## src/hw/rtl/ial_pkg.sv

```systemverilog
// Shared types and constants for the indentation-aware lexer.
// Used by ial_ctrl, ial_dp and the top level; depends on nothing.
`default_nettype none
package ial_pkg;

  localparam int TAB_WIDTH_DEF   = 8;
  localparam int STACK_DEPTH_DEF = 16;
  localparam int MAX_RESULTS     = 20;
  localparam int CNT_W           = $clog2(MAX_RESULTS + 1);

  localparam logic [23:0] LINE_MAX = 24'hFFFFFF;
  localparam logic [15:0] COL_MAX  = 16'hFFFF;

  localparam logic [7:0] CH_SPACE = 8'h20;
  localparam logic [7:0] CH_TAB   = 8'h09;
  localparam logic [7:0] CH_HASH  = 8'h23;
  localparam logic [7:0] CH_QUOTE = 8'h22;
  localparam logic [7:0] CH_BSL   = 8'h5C;
  localparam logic [7:0] CH_CR    = 8'h0D;
  localparam logic [7:0] CH_LF    = 8'h0A;
  localparam logic [7:0] CH_N     = 8'h6E;
  localparam logic [7:0] CH_T     = 8'h74;
  localparam logic [7:0] CH_R     = 8'h72;

  typedef enum logic [3:0] {
    K_INDENT   = 4'd0,
    K_DEDENT   = 4'd1,
    K_WSTART   = 4'd2,
    K_WBYTE    = 4'd3,
    K_WEND     = 4'd4,
    K_SSTART   = 4'd5,
    K_SBYTE    = 4'd6,
    K_SEND     = 4'd7,
    K_NEWLINE  = 4'd8,
    K_EOF      = 4'd9,
    K_BADDED   = 4'd10,
    K_OPENSTR  = 4'd11,
    K_OVERFLOW = 4'd12
  } kind_e;

  typedef enum logic [2:0] {
    M_INDENT, M_BETWEEN, M_WORD, M_STRING, M_ESCAPE, M_COMMENT
  } mode_e;

  typedef enum logic [1:0] {COL_NOW, COL_EV, COL_TOK, COL_ONE} col_sel_e;
  typedef enum logic [1:0] {BV_ZERO, BV_CUR, BV_ESC} byte_sel_e;

  typedef struct packed {
    logic      latch;
    logic      cur_cr;
    logic      cur_byte;
    logic      col_step;
    logic      ws_space;
    logic      ws_tab;
    logic      mode_we;
    mode_e     mode;
    logic      set_content;
    logic      set_tokcol;
    logic      push;
    logic      pop;
    logic      load_top;
    logic      next_line;
    logic      set_halt;
    logic      set_pcr;
    logic      clr_pcr;
    logic      emit;
    kind_e     kind;
    byte_sel_e bsel;
    col_sel_e  csel;
    logic      eline;
    logic      finish;
  } cmd_t;

  typedef struct packed {
    mode_e mode;
    logic  is_space;
    logic  is_tab;
    logic  is_hash;
    logic  is_quote;
    logic  is_bsl;
    logic  is_cr;
    logic  is_lf;
    logic  eos;
    logic  halted;
    logic  pcr;
    logic  wider;
    logic  narrower;
    logic  top_zero;
    logic  top_full;
    logic  has_content;
    logic  can_move;
  } sts_t;

endpackage
`default_nettype wire

```

## src/hw/rtl/ial_ram.sv

```systemverilog
// Generic single-port-write, single-port-read RAM with registered read data.
// No dependencies.
`default_nettype none
module ial_ram #(
  parameter int WIDTH = 8,
  parameter int DEPTH = 16
) (
  input  wire logic                     clk_i,
  input  wire logic                     we_i,
  input  wire logic [$clog2(DEPTH)-1:0] waddr_i,
  input  wire logic [WIDTH-1:0]         wdata_i,
  input  wire logic [$clog2(DEPTH)-1:0] raddr_i,
  output logic      [WIDTH-1:0]         rdata_o
);

  logic [WIDTH-1:0] mem_q [DEPTH];

  always_ff @(posedge clk_i) begin
    if (we_i) begin
      mem_q[waddr_i] <= wdata_i;
    end
    rdata_o <= mem_q[raddr_i];
  end

endmodule
`default_nettype wire

```

## src/hw/rtl/ial_dp.sv

```systemverilog
// Lexer datapath: line/column counters, indent measure, stack top, event buffer.
// Depends on ial_pkg; driven by ial_ctrl, talks to the stack RAM.
`default_nettype none
module ial_dp #(
  parameter int TAB_WIDTH   = ial_pkg::TAB_WIDTH_DEF,
  parameter int STACK_DEPTH = ial_pkg::STACK_DEPTH_DEF,
  localparam int IW         = $clog2(STACK_DEPTH),
  localparam int TPW        = $clog2(TAB_WIDTH + 1)
) (
  input  wire logic            clk_i,
  input  wire logic            rst_ni,
  input  wire logic [7:0]      source_byte_i,
  input  wire logic            end_of_source_i,
  input  wire ial_pkg::cmd_t   cmd_i,
  output ial_pkg::sts_t        sts_o,
  output logic                 ram_we_o,
  output logic [IW-1:0]        ram_waddr_o,
  output logic [7:0]           ram_wdata_o,
  output logic [IW-1:0]        ram_raddr_o,
  input  wire logic [7:0]      ram_rdata_i,
  output logic                 out_valid_o,
  input  wire logic            out_ready_i,
  output logic [3:0]           kind_o,
  output logic [7:0]           byte_value_o,
  output logic [23:0]          line_number_o,
  output logic [15:0]          column_o,
  output logic                 last_o
);

  logic [7:0]           byte_q, cur_q;
  logic                 eos_q;
  logic [23:0]          line_q, line_d;
  logic [15:0]          cnt_q, cnt_d;
  logic [7:0]           width_q, width_d;
  logic [TPW-1:0]       tpos_q, tpos_d;
  ial_pkg::mode_e       mode_q, mode_d;
  logic [15:0]          tok_q, tok_d, evcol_q, evcol_d;
  logic                 content_q, content_d, pcr_q, pcr_d, halt_q, halt_d;
  logic [IW-1:0]        top_q, top_d;
  logic [7:0]           topval_q, topval_d;

  logic [15:0]          col_now;
  logic [23:0]          eline;
  logic [8:0]           tab_sum;
  logic [7:0]           esc_byte;

  // event buffer: hold one event back so the final one can carry last
  logic                 hold_v_q, out_v_q;
  logic [ial_pkg::CNT_W-1:0] cnt_ev_q;
  logic [3:0]           hold_kind_q;
  logic [7:0]           hold_byte_q;
  logic [23:0]          hold_line_q;
  logic [15:0]          hold_col_q;
  logic [7:0]           ev_byte;
  logic [23:0]          ev_line;
  logic [15:0]          ev_col;
  logic                 do_emit, move_hold;

  assign col_now = (cnt_q == ial_pkg::COL_MAX) ? ial_pkg::COL_MAX : cnt_q + 16'd1;
  assign eline   = (line_q == ial_pkg::LINE_MAX) ? ial_pkg::LINE_MAX : line_q + 24'd1;
  assign tab_sum = {1'b0, width_q} + (9'(TAB_WIDTH) - 9'(tpos_q));

  always_comb begin
    unique case (cur_q)
      ial_pkg::CH_N: esc_byte = ial_pkg::CH_LF;
      ial_pkg::CH_T: esc_byte = ial_pkg::CH_TAB;
      ial_pkg::CH_R: esc_byte = ial_pkg::CH_CR;
      default:       esc_byte = cur_q;
    endcase
  end

  always_comb begin
    line_d    = line_q;
    cnt_d     = cnt_q;
    width_d   = width_q;
    tpos_d    = tpos_q;
    mode_d    = mode_q;
    tok_d     = tok_q;
    evcol_d   = evcol_q;
    content_d = content_q;
    pcr_d     = pcr_q;
    halt_d    = halt_q;
    top_d     = top_q;
    topval_d  = topval_q;
    if (cmd_i.col_step) begin
      evcol_d = col_now;
      if (cnt_q != ial_pkg::COL_MAX) cnt_d = cnt_q + 16'd1;
    end
    if (cmd_i.ws_space) begin
      if (width_q != 8'd255) width_d = width_q + 8'd1;
      tpos_d = (32'(tpos_q) + 1 == TAB_WIDTH) ? '0 : tpos_q + TPW'(1);
    end
    if (cmd_i.ws_tab) begin
      width_d = (tab_sum > 9'd255) ? 8'd255 : tab_sum[7:0];
      tpos_d  = '0;
    end
    if (cmd_i.mode_we) mode_d = cmd_i.mode;
    if (cmd_i.set_tokcol) tok_d = evcol_q;
    if (cmd_i.set_content) content_d = 1'b1;
    if (cmd_i.push) begin
      top_d    = top_q + IW'(1);
      topval_d = width_q;
    end
    if (cmd_i.pop) top_d = top_q - IW'(1);
    if (cmd_i.load_top) topval_d = (top_q == '0) ? 8'd0 : ram_rdata_i;
    if (cmd_i.set_halt) halt_d = 1'b1;
    if (cmd_i.set_pcr) pcr_d = 1'b1;
    if (cmd_i.clr_pcr) pcr_d = 1'b0;
    if (cmd_i.next_line) begin
      line_d    = eline;
      cnt_d     = '0;
      width_d   = '0;
      tpos_d    = '0;
      mode_d    = ial_pkg::M_INDENT;
      content_d = 1'b0;
      tok_d     = '0;
    end
  end

  always_ff @(posedge clk_i or negedge rst_ni) begin
    if (!rst_ni) begin
      line_q    <= 24'd1;
      cnt_q     <= '0;
      width_q   <= '0;
      tpos_q    <= '0;
      mode_q    <= ial_pkg::M_INDENT;
      tok_q     <= '0;
      evcol_q   <= '0;
      content_q <= 1'b0;
      pcr_q     <= 1'b0;
      halt_q    <= 1'b0;
      top_q     <= '0;
      topval_q  <= '0;
    end else begin
      line_q    <= line_d;
      cnt_q     <= cnt_d;
      width_q   <= width_d;
      tpos_q    <= tpos_d;
      mode_q    <= mode_d;
      tok_q     <= tok_d;
      evcol_q   <= evcol_d;
      content_q <= content_d;
      pcr_q     <= pcr_d;
      halt_q    <= halt_d;
      top_q     <= top_d;
      topval_q  <= topval_d;
    end
  end

  always_ff @(posedge clk_i) begin
    if (cmd_i.latch) begin
      byte_q <= source_byte_i;
      cur_q  <= source_byte_i;
      eos_q  <= end_of_source_i;
    end else if (cmd_i.cur_cr) begin
      cur_q <= ial_pkg::CH_CR;
    end else if (cmd_i.cur_byte) begin
      cur_q <= byte_q;
    end
  end

  assign ram_we_o    = cmd_i.push;
  assign ram_waddr_o = top_q + IW'(1);
  assign ram_wdata_o = width_q;
  assign ram_raddr_o = top_d;

  assign sts_o.mode        = mode_q;
  assign sts_o.is_space    = cur_q == ial_pkg::CH_SPACE;
  assign sts_o.is_tab      = cur_q == ial_pkg::CH_TAB;
  assign sts_o.is_hash     = cur_q == ial_pkg::CH_HASH;
  assign sts_o.is_quote    = cur_q == ial_pkg::CH_QUOTE;
  assign sts_o.is_bsl      = cur_q == ial_pkg::CH_BSL;
  assign sts_o.is_cr       = cur_q == ial_pkg::CH_CR;
  assign sts_o.is_lf       = cur_q == ial_pkg::CH_LF;
  assign sts_o.eos         = eos_q;
  assign sts_o.halted      = halt_q;
  assign sts_o.pcr         = pcr_q;
  assign sts_o.wider       = width_q > topval_q;
  assign sts_o.narrower    = width_q < topval_q;
  assign sts_o.top_zero    = top_q == '0;
  assign sts_o.top_full    = 32'(top_q) == STACK_DEPTH - 1;
  assign sts_o.has_content = content_q;
  assign sts_o.can_move    = !out_v_q || out_ready_i;

  always_comb begin
    unique case (cmd_i.bsel)
      ial_pkg::BV_CUR: ev_byte = cur_q;
      ial_pkg::BV_ESC: ev_byte = esc_byte;
      default:         ev_byte = 8'd0;
    endcase
    unique case (cmd_i.csel)
      ial_pkg::COL_NOW: ev_col = col_now;
      ial_pkg::COL_EV:  ev_col = evcol_q;
      ial_pkg::COL_TOK: ev_col = tok_q;
      default:          ev_col = 16'd1;
    endcase
    ev_line = cmd_i.eline ? eline : line_q;
  end

  // drop events beyond the per-item bound
  assign do_emit   = cmd_i.emit && (cnt_ev_q < ial_pkg::CNT_W'(ial_pkg::MAX_RESULTS));
  assign move_hold = hold_v_q && (do_emit || cmd_i.finish);

  always_ff @(posedge clk_i or negedge rst_ni) begin
    if (!rst_ni) begin
      hold_v_q <= 1'b0;
      out_v_q  <= 1'b0;
      cnt_ev_q <= '0;
    end else begin
      if (move_hold) begin
        out_v_q <= 1'b1;
      end else if (out_ready_i) begin
        out_v_q <= 1'b0;
      end
      if (cmd_i.finish) begin
        hold_v_q <= 1'b0;
        cnt_ev_q <= '0;
      end else if (do_emit) begin
        hold_v_q <= 1'b1;
        cnt_ev_q <= cnt_ev_q + ial_pkg::CNT_W'(1);
      end
    end
  end

  always_ff @(posedge clk_i) begin
    if (move_hold) begin
      kind_o        <= hold_kind_q;
      byte_value_o  <= hold_byte_q;
      line_number_o <= hold_line_q;
      column_o      <= hold_col_q;
      last_o        <= cmd_i.finish;
    end
    if (do_emit) begin
      hold_kind_q <= cmd_i.kind;
      hold_byte_q <= ev_byte;
      hold_line_q <= ev_line;
      hold_col_q  <= ev_col;
    end
  end

  assign out_valid_o = out_v_q;

endmodule
`default_nettype wire

```

## src/hw/rtl/ial_ctrl.sv

```systemverilog
// Lexer sequencer: walks one source item through its steps, at most one event
// a cycle while the output can move. Depends on ial_pkg; commands ial_dp.
`default_nettype none
module ial_ctrl (
  input  wire logic          clk_i,
  input  wire logic          rst_ni,
  input  wire logic          in_valid_i,
  output logic               in_ready_o,
  input  wire ial_pkg::sts_t sts_i,
  output ial_pkg::cmd_t      cmd_o
);

  typedef enum logic [3:0] {
    S_IDLE, S_DISP, S_RELOAD, S_TAKE, S_BYTE, S_POP, S_POPW, S_START,
    S_WBYTE, S_CLOSE, S_CLOSE2, S_EOSPOP, S_FIN
  } state_e;

  state_e state_q, state_d;
  logic   follow_q, follow_d;
  state_e done_state;

  assign done_state = follow_q ? S_RELOAD : S_FIN;
  assign in_ready_o = state_q == S_IDLE;

  always_comb begin
    cmd_o    = '0;
    state_d  = state_q;
    follow_d = follow_q;
    if (state_q == S_IDLE) begin
      if (in_valid_i) begin
        cmd_o.latch = 1'b1;
        state_d     = S_DISP;
      end
    end else if (sts_i.can_move) begin
      unique case (state_q)
        S_DISP: begin
          if (sts_i.halted) begin
            state_d = S_IDLE;
          end else if (sts_i.eos) begin
            cmd_o.clr_pcr = 1'b1;
            state_d       = S_CLOSE;
          end else if (sts_i.pcr) begin
            cmd_o.clr_pcr = 1'b1;
            if (sts_i.is_lf) begin
              state_d = S_CLOSE;
            end else begin
              // the held CR is content; the new byte follows it
              cmd_o.cur_cr = 1'b1;
              follow_d     = 1'b1;
              state_d      = S_BYTE;
            end
          end else begin
            state_d = S_TAKE;
          end
        end
        S_RELOAD: begin
          cmd_o.cur_byte = 1'b1;
          follow_d       = 1'b0;
          state_d        = S_TAKE;
        end
        S_TAKE: begin
          if (sts_i.is_cr) begin
            cmd_o.set_pcr = 1'b1;
            state_d       = S_FIN;
          end else if (sts_i.is_lf) begin
            state_d = S_CLOSE;
          end else begin
            state_d = S_BYTE;
          end
        end
        S_BYTE: begin
          cmd_o.col_step = 1'b1;
          state_d        = done_state;
          unique case (sts_i.mode)
            ial_pkg::M_INDENT: begin
              if (sts_i.is_space) begin
                cmd_o.ws_space = 1'b1;
              end else if (sts_i.is_tab) begin
                cmd_o.ws_tab = 1'b1;
              end else if (sts_i.is_hash) begin
                cmd_o.mode_we = 1'b1;
                cmd_o.mode    = ial_pkg::M_COMMENT;
              end else begin
                cmd_o.set_content = 1'b1;
                if (sts_i.wider) begin
                  cmd_o.emit = 1'b1;
                  cmd_o.csel = ial_pkg::COL_NOW;
                  if (sts_i.top_full) begin
                    cmd_o.kind     = ial_pkg::K_OVERFLOW;
                    cmd_o.set_halt = 1'b1;
                    state_d        = S_FIN;
                  end else begin
                    cmd_o.kind = ial_pkg::K_INDENT;
                    cmd_o.push = 1'b1;
                    state_d    = S_START;
                  end
                end else if (sts_i.narrower) begin
                  state_d = S_POP;
                end else begin
                  state_d = S_START;
                end
              end
            end
            ial_pkg::M_BETWEEN: begin
              if (!sts_i.is_space && !sts_i.is_tab) state_d = S_START;
            end
            ial_pkg::M_WORD: begin
              cmd_o.emit = 1'b1;
              cmd_o.csel = ial_pkg::COL_TOK;
              if (sts_i.is_space || sts_i.is_tab) begin
                cmd_o.kind    = ial_pkg::K_WEND;
                cmd_o.mode_we = 1'b1;
                cmd_o.mode    = ial_pkg::M_BETWEEN;
              end else begin
                cmd_o.kind = ial_pkg::K_WBYTE;
                cmd_o.bsel = ial_pkg::BV_CUR;
              end
            end
            ial_pkg::M_STRING: begin
              if (sts_i.is_bsl) begin
                cmd_o.mode_we = 1'b1;
                cmd_o.mode    = ial_pkg::M_ESCAPE;
              end else if (sts_i.is_quote) begin
                cmd_o.emit    = 1'b1;
                cmd_o.kind    = ial_pkg::K_SEND;
                cmd_o.csel    = ial_pkg::COL_TOK;
                cmd_o.mode_we = 1'b1;
                cmd_o.mode    = ial_pkg::M_BETWEEN;
              end else begin
                cmd_o.emit = 1'b1;
                cmd_o.kind = ial_pkg::K_SBYTE;
                cmd_o.bsel = ial_pkg::BV_CUR;
                cmd_o.csel = ial_pkg::COL_TOK;
              end
            end
            ial_pkg::M_ESCAPE: begin
              cmd_o.emit    = 1'b1;
              cmd_o.kind    = ial_pkg::K_SBYTE;
              cmd_o.bsel    = ial_pkg::BV_ESC;
              cmd_o.csel    = ial_pkg::COL_TOK;
              cmd_o.mode_we = 1'b1;
              cmd_o.mode    = ial_pkg::M_STRING;
            end
            default: ;
          endcase
        end
        S_POP: begin
          if (sts_i.narrower && !sts_i.top_zero) begin
            cmd_o.pop  = 1'b1;
            cmd_o.emit = 1'b1;
            cmd_o.kind = ial_pkg::K_DEDENT;
            cmd_o.csel = ial_pkg::COL_EV;
            state_d    = S_POPW;
          end else if (sts_i.narrower || sts_i.wider) begin
            cmd_o.emit     = 1'b1;
            cmd_o.kind     = ial_pkg::K_BADDED;
            cmd_o.csel     = ial_pkg::COL_EV;
            cmd_o.set_halt = 1'b1;
            state_d        = S_FIN;
          end else begin
            state_d = S_START;
          end
        end
        S_POPW: begin
          cmd_o.load_top = 1'b1;
          state_d        = S_POP;
        end
        S_START: begin
          cmd_o.mode_we = 1'b1;
          state_d       = done_state;
          if (sts_i.is_hash) begin
            cmd_o.mode = ial_pkg::M_COMMENT;
          end else if (sts_i.is_quote) begin
            cmd_o.mode       = ial_pkg::M_STRING;
            cmd_o.set_tokcol = 1'b1;
            cmd_o.emit       = 1'b1;
            cmd_o.kind       = ial_pkg::K_SSTART;
            cmd_o.csel       = ial_pkg::COL_EV;
          end else begin
            cmd_o.mode       = ial_pkg::M_WORD;
            cmd_o.set_tokcol = 1'b1;
            cmd_o.emit       = 1'b1;
            cmd_o.kind       = ial_pkg::K_WSTART;
            cmd_o.csel       = ial_pkg::COL_EV;
            state_d          = S_WBYTE;
          end
        end
        S_WBYTE: begin
          cmd_o.emit = 1'b1;
          cmd_o.kind = ial_pkg::K_WBYTE;
          cmd_o.bsel = ial_pkg::BV_CUR;
          cmd_o.csel = ial_pkg::COL_EV;
          state_d    = done_state;
        end
        S_CLOSE: begin
          if (sts_i.mode == ial_pkg::M_WORD) begin
            cmd_o.emit = 1'b1;
            cmd_o.kind = ial_pkg::K_WEND;
            cmd_o.csel = ial_pkg::COL_TOK;
            state_d    = S_CLOSE2;
          end else if (sts_i.mode == ial_pkg::M_STRING ||
                       sts_i.mode == ial_pkg::M_ESCAPE) begin
            cmd_o.emit     = 1'b1;
            cmd_o.kind     = ial_pkg::K_OPENSTR;
            cmd_o.csel     = ial_pkg::COL_TOK;
            cmd_o.set_halt = 1'b1;
            state_d        = S_FIN;
          end else begin
            state_d = S_CLOSE2;
          end
        end
        S_CLOSE2: begin
          if (sts_i.has_content) begin
            cmd_o.emit = 1'b1;
            cmd_o.kind = ial_pkg::K_NEWLINE;
            cmd_o.csel = ial_pkg::COL_NOW;
          end
          if (sts_i.eos) begin
            state_d = S_EOSPOP;
          end else begin
            cmd_o.next_line = 1'b1;
            state_d         = S_FIN;
          end
        end
        S_EOSPOP: begin
          cmd_o.emit  = 1'b1;
          cmd_o.csel  = ial_pkg::COL_ONE;
          cmd_o.eline = 1'b1;
          if (!sts_i.top_zero) begin
            cmd_o.kind = ial_pkg::K_DEDENT;
            cmd_o.pop  = 1'b1;
          end else begin
            cmd_o.kind     = ial_pkg::K_EOF;
            cmd_o.set_halt = 1'b1;
            state_d        = S_FIN;
          end
        end
        S_FIN: begin
          cmd_o.finish = 1'b1;
          follow_d     = 1'b0;
          state_d      = S_IDLE;
        end
        default: state_d = S_IDLE;
      endcase
    end
  end

  always_ff @(posedge clk_i or negedge rst_ni) begin
    if (!rst_ni) begin
      state_q  <= S_IDLE;
      follow_q <= 1'b0;
    end else begin
      state_q  <= state_d;
      follow_q <= follow_d;
    end
  end

endmodule
`default_nettype wire

```

## src/hw/rtl/indentation_aware_lexer_top.sv

```systemverilog
// Top level of the indentation-aware lexer: sequencer, datapath and indent stack RAM.
// Depends on ial_pkg, ial_ram, ial_dp and ial_ctrl.
//
// Takes one source byte (or an end-of-source mark) per input transfer and
// streams token events, one per output transfer, with last set on the final
// event of each input. Inputs are handled one at a time. An ordinary byte goes
// through accept, dispatch, classify, step and finish before the next input
// transfer; a line end goes through close and newline steps in place of the
// step. Opening a word adds a start and a word-byte step, and opening a string
// a start step. A dedent burst adds a pop and a wait step per level, since each
// pop waits for the stack RAM's registered read of the new top, plus a final
// compare. A carriage return held back and then found to be content costs its
// own step plus a step to reload the byte that follows it. End of source adds
// a dedent step per open level before EOF. A stalled output stalls the sequencer.
`default_nettype none
module indentation_aware_lexer_top #(
  parameter int TAB_WIDTH   = ial_pkg::TAB_WIDTH_DEF,
  parameter int STACK_DEPTH = ial_pkg::STACK_DEPTH_DEF
) (
  input  wire logic        clk_i,
  input  wire logic        rst_ni,
  input  wire logic        in_valid_i,
  output logic             in_ready_o,
  input  wire logic [7:0]  source_byte_i,
  input  wire logic        end_of_source_i,
  output logic             out_valid_o,
  input  wire logic        out_ready_i,
  output logic [3:0]       kind_o,
  output logic [7:0]       byte_value_o,
  output logic [23:0]      line_number_o,
  output logic [15:0]      column_o,
  output logic             last_o
);

  localparam int IW = $clog2(STACK_DEPTH);

  ial_pkg::cmd_t cmd;
  ial_pkg::sts_t sts;
  logic          ram_we;
  logic [IW-1:0] ram_waddr, ram_raddr;
  logic [7:0]    ram_wdata, ram_rdata;

  ial_ctrl u_ctrl (
    .clk_i      (clk_i),
    .rst_ni     (rst_ni),
    .in_valid_i (in_valid_i),
    .in_ready_o (in_ready_o),
    .sts_i      (sts),
    .cmd_o      (cmd)
  );

  ial_dp #(
    .TAB_WIDTH   (TAB_WIDTH),
    .STACK_DEPTH (STACK_DEPTH)
  ) u_dp (
    .clk_i           (clk_i),
    .rst_ni          (rst_ni),
    .source_byte_i   (source_byte_i),
    .end_of_source_i (end_of_source_i),
    .cmd_i           (cmd),
    .sts_o           (sts),
    .ram_we_o        (ram_we),
    .ram_waddr_o     (ram_waddr),
    .ram_wdata_o     (ram_wdata),
    .ram_raddr_o     (ram_raddr),
    .ram_rdata_i     (ram_rdata),
    .out_valid_o     (out_valid_o),
    .out_ready_i     (out_ready_i),
    .kind_o          (kind_o),
    .byte_value_o    (byte_value_o),
    .line_number_o   (line_number_o),
    .column_o        (column_o),
    .last_o          (last_o)
  );

  ial_ram #(
    .WIDTH (8),
    .DEPTH (STACK_DEPTH)
  ) u_stack (
    .clk_i   (clk_i),
    .we_i    (ram_we),
    .waddr_i (ram_waddr),
    .wdata_i (ram_wdata),
    .raddr_i (ram_raddr),
    .rdata_o (ram_rdata)
  );

endmodule
`default_nettype wire
```

## config.mk

```make
export PLATFORM = sky130hd
export DESIGN_NAME = indentation_aware_lexer_top
export DESIGN_NICKNAME = d
export VERILOG_FILES = /design/src/hw/rtl/ial_pkg.sv /design/src/hw/rtl/ial_ram.sv /design/src/hw/rtl/ial_dp.sv /design/src/hw/rtl/ial_ctrl.sv /design/src/hw/rtl/indentation_aware_lexer_top.sv
export SDC_FILE = /design/constraint.sdc
export NUM_CORES = 1
export LEC_CHECK = 0
export BUFFER_PORTS_ARGS = -buffer_cell sky130_fd_sc_hd__buf_4
export CAP_MARGIN = 10
export CORE_MARGIN = 5
export CORE_UTILIZATION = 45
export CTS_BUF_LIST = sky130_fd_sc_hd__clkbuf_2
export DETAILED_ROUTE_END_ITERATION = 16
export GPL_TIMING_DRIVEN = 0
export PLACE_DENSITY = 0.59
export SYNTH_ARGS = -nofsm -noshare
export SYNTH_HDL_FRONTEND = slang
export SYNTH_SLANG_ARGS = --single-unit
```

## constraint.sdc

```tcl
create_clock -name clk_i -period 7.8 [get_ports clk_i]
set_clock_uncertainty 0.15 [all_clocks]
set_input_delay 0 -clock clk_i [delete_from_list [all_inputs] [get_ports clk_i]]
set_output_delay 0 -clock clk_i [all_outputs]
set_load 0.01 [all_outputs]
```

# --- After elaboration in Yosys (flattened, before gate mapping) ---
# Memories as Yosys holds them, arrays and structs flattened. A register that Yosys moved wholly into a read port is not among the register bits.
# Index checks and enable logic that the tools add are counted.
op_classes:
  n_addsub: 10
  multipliers: 0
  div_mod_pow: 0
  magnitude_cmp: 4
  n_eq_ne: 42
  shifts: 0
  muxes: 163
  bitwise_logic: 2
  reduce_logical: 38
op_table:
  columns: ["op", "count"]
  rows:
  - ["2-to-1 mux 4 bit", 33]
  - ["2-to-1 mux 16 bit", 6]
  - ["2-to-1 mux 8 bit", 11]
  - ["2-to-1 mux 1 bit", 65]
  - ["2-to-1 mux 5 bit", 13]
  - ["2-to-1 mux 29 bit", 2]
  - ["2-to-1 mux 24 bit", 2]
  - ["case mux 16 bit (3 select lines)", 1]
  - ["case mux 4 bit (11 select lines)", 1]
  - ["case mux 5 bit (7 select lines)", 1]
  - ["== test 32 x 4 -> 1 bit, second input constant", 1]
  - ["== test 8 x 7 -> 1 bit, second input constant", 4]
  - ["adder 24 x 1 -> 24 bit, second input constant", 1]
  - ["== test 24 bit, second input constant", 1]
  - ["== test 4 bit, second input constant", 6]
  - ["== test 8 x 4 -> 1 bit, second input constant", 3]
  - ["== test 8 x 6 -> 1 bit, second input constant", 3]
  - ["2-to-1 mux 3 bit", 8]
  - ["case mux 8 bit (3 select lines)", 1]
  - ["nonzero test 2 bit", 11]
  - ["case mux 5 bit (4 select lines)", 1]
  - ["adder 16 x 1 -> 16 bit, second input constant", 1]
  - ["== test 16 bit, second input constant", 1]
  - ["== test 4 x 3 -> 1 bit, second input constant", 4]
  - ["46 further kinds", 78]
totals:
  regBits: 236
  latchBits: 0
  ram_bits: 128
  romBits: 0
  input_bits: 13
  output_inout_bits: 55
  word_cells: 289
  mem_count: 1
mem_list:
  columns: ["memory", "words", "width", "rd", "rd_clocked_by_memory_dff", "wr", "line", "text"]
  rows:
  - ["u_stack.mem_q", 16, 8, 1, 1, 1, "ial_ram.sv:16", "logic [WIDTH-1:0] mem_q [DEPTH];"]

# --- Longest topological paths before layout ---
logic_depth:
  word_depth: 14
  ltp_mapped: 14
  depth_no_buf: 13

# --- Cells and area by module ---
# Synthesis repeated with hierarchy kept, for this count alone.
unflattened:
  cells_unflattened: 1439
  hier_area_um2: 17680.7
by_module_without_submodules:
  columns: ["mod", "n_inst", "cells_per_inst", "area_each_um2", "seq_area_each_um2"]
  rows:
  - ["ial_dp", 1, 991, 11079.4, 6392.4]
  - ["ial_ram", 1, 229, 5147.4, 4003.8]
  - ["ial_ctrl", 1, 219, 1453.9, 125.1]

# --- Worst setup path after synthesis ---
# Ideal clock, no wire load.
synth_timing:
  path_type: "register to register"
  startpoint: "register u_dp.width_q[1], in the netlist u_dp.ram_wdata_o[1]"
  endpoint: "register u_dp.byte_value_o[0] (enable)"
  setup_ns: 0.415
  arrival_ns: 4.974
  required_ns: 7.235
  setup_slack_ns: 2.262
  path_stages_with_launch: 10
  path_buffers: 1
  synth_period_minus_slack_ns: 5.538
  cell_sequence: "dfrtp_1 > ha_1 > nor2b_1 > o211ai_1 > a21oi_1 > o211ai_1 > a31oi_1 > o311a_1 > clkbuf_1 > o21a_1"
synth_between:
  elab_chain_len: 12
  elab_cells_between_ends: 17
  classes_between: "order compare (2); mux (10); reduce/logical (5)"
synth_lines:
  columns: ["item", "line", "text"]
  rows:
  - ["start, declared", "ial_dp.sv:34", "logic [7:0] width_q, width_d;"]
  - ["start signal, assigned", "ial_dp.sv:137", "width_q <= width_d;"]
  - ["greater-than comparator 8 bit", "ial_dp.sv:178", "assign sts_o.wider = width_q > topval_q;"]
  - ["2-to-1 mux 5 bit", "ial_ctrl.sv:85", "if (sts_i.wider) begin"]
  - ["2-to-1 mux 5 bit", "ial_ctrl.sv:80", "end else if (sts_i.is_hash) begin"]
  - ["2-to-1 mux 5 bit", "ial_ctrl.sv:78", "end else if (sts_i.is_tab) begin"]
  - ["2-to-1 mux 5 bit", "ial_ctrl.sv:76", "if (sts_i.is_space) begin"]
  - ["case mux 5 bit (4 select lines)", "ial_ctrl.sv:74", "unique case (sts_i.mode)"]
  - ["case mux 5 bit (7 select lines) (*)", "ial_ctrl.sv:35", "unique case (state_q)"]
  - ["2-to-1 mux 29 bit (*)", "ial_ctrl.sv:34", "end else if (sts_i.can_move) begin"]
  - ["2-to-1 mux 29 bit (*)", "ial_ctrl.sv:29", "if (state_q == S_IDLE) begin"]
  - ["logical AND 1 bit (*)", "ial_dp.sv:201", "assign do_emit = cmd_i.emit && (cnt_ev_q < ial_pkg::CNT_W'(ial_pkg::MAX_RESULTS));"]
  - ["net u_dp.do_emit", "ial_dp.sv:57", "logic do_emit, move_hold;"]
  - ["logical OR 1 bit (*)", "ial_dp.sv:202", "assign move_hold = hold_v_q && (do_emit || cmd_i.finish);"]
  - ["logical AND 1 bit (*)", "ial_dp.sv:202", null]
  - ["net u_dp.move_hold", "ial_dp.sv:57", null]
  - ["end signal, assigned", "ial_dp.sv:228", "byte_value_o <= hold_byte_q;"]
  - ["end, declared", "ial_dp.sv:24", "output logic [7:0] byte_value_o,"]
# The timed path passes the listed nets; every way through them passes the cells marked *.
# A chain may end at the register's enable or synchronous reset.

# --- Final worst setup path ---
layout_timing:
  startpoint: "register u_dp.top_q[1]"
  endpoint: "register u_stack.rdata_o[2] (read register of u_stack.mem_q)"
layout_between:
  elab_chain_len: 12
  elab_cells_between_ends: 20
  classes_between: "add/sub (2); eq/ne (1); mux (14); reduce/logical (3)"
layout_lines:
  columns: ["item", "line", "text"]
  rows:
  - ["start, declared", "ial_dp.sv:39", "logic [IW-1:0] top_q, top_d;"]
  - ["start signal, assigned", "ial_dp.sv:145", "top_q <= top_d;"]
  - ["== test 4 bit", "ial_dp.sv:181", "assign sts_o.top_full = 32'(top_q) == STACK_DEPTH - 1;"]
  - ["2-to-1 mux 1 bit", "ial_ctrl.sv:88", "if (sts_i.top_full) begin"]
  - ["2-to-1 mux 1 bit", "ial_ctrl.sv:85", null]
  - ["2-to-1 mux 1 bit", "ial_ctrl.sv:80", null]
  - ["2-to-1 mux 1 bit", "ial_ctrl.sv:78", null]
  - ["2-to-1 mux 1 bit", "ial_ctrl.sv:76", null]
  - ["2-to-1 mux 1 bit", "ial_ctrl.sv:74", null]
  - ["2-to-1 mux 1 bit", "ial_ctrl.sv:35", null]
  - ["2-to-1 mux 29 bit", "ial_ctrl.sv:34", null]
  - ["2-to-1 mux 29 bit", "ial_ctrl.sv:29", null]
  - ["2-to-1 mux 4 bit", "ial_dp.sv:100", "if (cmd_i.push) begin"]
  - ["2-to-1 mux 4 bit (*)", "ial_dp.sv:104", "if (cmd_i.pop) top_d = top_q - IW'(1);"]
  - ["end, declared", "ial_ram.sv:13", "output logic [WIDTH-1:0] rdata_o"]
# Mark *: on every way between the ends. The rest lies on a longest branch, timed or not.

==> flow_summary.json <==
{
  "status": "finished, final reports clean",
  "syn_inst": 1492,
  "pwr_density_cell_nw_per_um2": 248,
  "pwr-share-comb_pct": 24.6,
  "overflow": 0,
  "finalSetupTns_ns": 0,
  "period_needed_ns": 5.22,
  "post-cts-setup-buffer-count": 0,
  "drt-initial-drc-count": 1348,
  "r2r_end": "u_stack.rdata_o[2]",
  "first_global_vias": 12800,
  "p_switching_w": 0.00174,
  "gp_congestion": 0.905,
  "synth_edf_count": 250,
  "seq_area_frac_synth_pct": 60.6,
  "reg2reg_depth": 12,
  "drc": 0,
  "maxSlewHeadroom_pct": 27.7,
  "wl_per_cell_um": 19.4,
  "p_clk_share_pct": 26.8,
  "tightest_slew_ns": 1.07,
  "synth_area_um2": 17400,
  "cp_cell_sequence": "clkbuf_1, inv_1, ha_1, and2_1, or4_1, o21ai_4, mux2i_2, a221oi_4, buf_6, mux4_2, a22oi_1, o221ai_1",
  "antenna_found_initial": 2,
  "min_to": "u_dp.byte_q[6]",
  "vdd_drop_max_uv": 212,
  "yosysWarnings": 0,
  "slowest_delay_ns": 0.79,
  "root_buffer": "clkbuf_2",
  "grt_start_max_net_pins": 77,
  "area.growth.synth_to_final_pct": 14.3,
  "synth_ff_type": "edfxtp_1",
  "syn_nets": 1541,
  "drv_cap": 0,
  "grt_pass1_wl_um": 70200,
  "period_share_pct": 67.0,
  "hp-class": "input port to flip-flop",
  "cellInternalPower_w": 0.00318,
  "worstPathRequired_ns": 8.49,
  "ys_top_cells_by_area": "edfxtp_1, dfrtp_1, a21oi_1",
  "io_buffers": 67,
  "io_pins": 68,
  "finalSetupViolations": 0,
  "slowest_stage": "a221oi_4",
  "worstSetupEndpointType": "flip-flop",
  "min-delay-start": "source_byte_i[6]",
  "die_y_um": 206,
  "die_area_um2": 42600,
  "swShare_pct": 35.4,
  "wl_met3_um": 2810,
  "htreeDepth": 3,
  "grt_use_total_pct": 20.9,
  "ys_ff_latch": 372,
  "fill_cells": 3512,
  "fin_nets": 1742,
  "synth_area_leader_cell": "edfxtp_1",
  "top_layer_used": "met4",
  "path_clk_slew_ns": 0.11,
  "async_flop_share_pct": 30.6,
  "cts_tree": "built",
  "wl_met2_um": 21000,
  "wl_um": 44400,
  "multi_input_area_um2": 6370,
  "fmax_mhz": 191,
  "synthDistinctLibCells": 80,
  "hold_ws_ns": 0.136,
  "clkLatencyLatePin_ns": 1.01,
  "p_seq_share_pct": 48.6,
  "fp.dieW_um": 206,
  "min_path_cells": 3,
  "ant_nets": 0,
  "grt_setup_unrepaired": "false",
  "finalHoldViolations": 0,
  "seqCellArea_um2": 10500,
  "cts.sinks": 372,
  "dp_hpwl_um": 29100,
  "synth.most_common_cell": "edfxtp_1",
  "report.final.slew_viol_count": 0,
  "initial_core_util_pct": 45.3,
  "cts_max_path_buffers": 3,
  "num_vias": 13100,
  "row_count": 72,
  "cts_buffers": 95,
  "leakagePower_nw": 7.78,
  "synth_top_area_share_pct": 43.2,
  "cp_max_fo": 10,
  "avgSynthCellArea_um2": 11.6,
  "cp-start-kind": "flip-flop",
  "viasPerCell": 5.69,
  "wl_met1_um": 19400,
  "first_pass_iters": 6,
  "cp.arrival_ns": 5.91,
  "drive_gt1_share_pct": 15.3,
  "reg2reg_setup_slack_ns": 2.58,
  "regToRegStartpoint": "u_dp.top_q[1]",
  "critPathKind": "flip-flop to flip-flop",
  "core_area_um2": 38400,
  "synth_common_cells": "edfxtp_1, nand2_1, a21oi_1, dfrtp_1, nor2_1"
}
-- worst max-delay path, delay by kind of cell, from the launching register on --
kind	cells	cell delay [ns]
adder cells (fa/ha/maj)	1	0.30
multiplexers	2	0.66
AND/OR/NAND/NOR	2	0.74
flip-flops	1	0.44
AO/OA/AOI/OAI	4	1.62
buffers and inverters	3	1.12
-- cells in the final DEF, fill, tap and decap left out, types with 11 or more instances in the layout --
| master | n |
|---|---|
| a31oi_1 | 42 |
| inv_1 | 56 |
| dlygate4sd3_1 | 31 |
| nand4_1 | 13 |
| mux2i_1 | 31 |
| edfxtp_1 | 250 |
| dfrtp_1 | 113 |
| clkbuf_2 | 134 |
| o31ai_1 | 11 |
| nand2_1 | 151 |
| and2_1 | 11 |
| xor2_1 | 14 |
| o21ai_0 | 73 |
| a21oi_1 | 125 |
| clkinv_1 | 29 |
| xnor2_1 | 20 |
| clkbuf_1 | 56 |
| buf_4 | 69 |
| nand2b_1 | 15 |
| o211ai_1 | 12 |
| and3_1 | 26 |
| nor3_1 | 25 |
| nor2_1 | 110 |
| nand3_1 | 52 |
| a22oi_1 | 41 |
| ha_1 | 35 |
-- how the worst max path moves through the flow --
stage                                   endpoint                start  depth (start not counted)  slack (ns)
final                         u_stack.rdata_o[2]        u_dp.top_q[1]                         12        2.58
after detailed placement      u_stack.rdata_o[2]  u_dp.ram_wdata_o[7]                         11        2.54
after global placement    u_dp.line_number_o[11]  u_dp.ram_wdata_o[0]                         10       -0.14
after global routing          u_stack.rdata_o[2]  u_dp.ram_wdata_o[7]                         11        2.24
after floorplan             u_dp.byte_value_o[0]  u_dp.ram_wdata_o[1]                          9        2.26
after CTS                     u_stack.rdata_o[2]  u_dp.ram_wdata_o[7]                         11        2.48
-- cell type report --
class / instances / area share, %
inverters: 59 / 1.13
clock buffers: 134 / 3.38
plain buffers: 70 / 1.48
well taps: 518 / 3.27
flip-flops and latches: 372 / 53.0
diodes: 3 / 0.0378
clock inverters: 43 / 1.07
repair buffers: 104 / 4.52
multi-input cells: 991 / 32.1
-- registers in the layout, indices dropped and copies added (netlist names), 16 cells and up --
| register | flops |
|---|---|
| u_dp.line_q | 24 |
| u_dp.hold_line_q | 24 |
| u_dp.line_number_o | 24 |
| u_dp.tok_q | 16 |
| u_dp.evcol_q | 16 |
| u_stack.mem_q | 128 |
| u_dp.column_o | 16 |
| u_dp.cnt_q | 16 |
| u_dp.hold_col_q | 16 |
-- power groups by stage --
stage / registers [W] / logic [W] / clock network [W]
after floorplan: 0.00238 / 0.000841 / 0
after global placement: 0.00242 / 0.00116 / 0
after detailed placement: 0.00243 / 0.00118 / 0
after CTS: 0.00239 / 0.00120 / 0.00137
after global routing: 0.00241 / 0.00134 / 0.00148
final: 0.00239 / 0.00121 / 0.00132
-- layer usage --
metal  vias to the layer above  track usage, %
li1                       6106               -
met1                      6381            29.0
met2                       480            32.9
met3                        83            4.21
met4                         0            7.58
met5                         -               0
-- cells by family after synthesis --
kind of cell	Yosys count	share of synthesized area (%)
simple gates	455	12.3
compound gates	402	14.8
flops	372	60.6
buf+inv	129	2.96
mux	63	4.91
fa+ha+maj	36	2.64
xor+xnor	35	1.81
-- stage by stage --
step	util, %	setup slack, ns	total power [W]	cell area (µm²)	cells
floorplan	-	2.26	0.00322	17400	1492
global placement	48.3	-0.142	0.00359	18500	2077
detailed placement	48.5	2.54	0.00361	18600	2081
CTS	51.7	2.48	0.00496	19800	2290
global route	51.7	2.24	0.00522	19800	2294
finish	51.7	2.58	0.00492	19800	2294
-- what timing repair did --
action	4_1_cts	5_1_grt
hold buffers	32	0
hold endpoints to repair	189	0
resized for setup	0	0
Note: power is estimated with default switching activity, not from simulation.
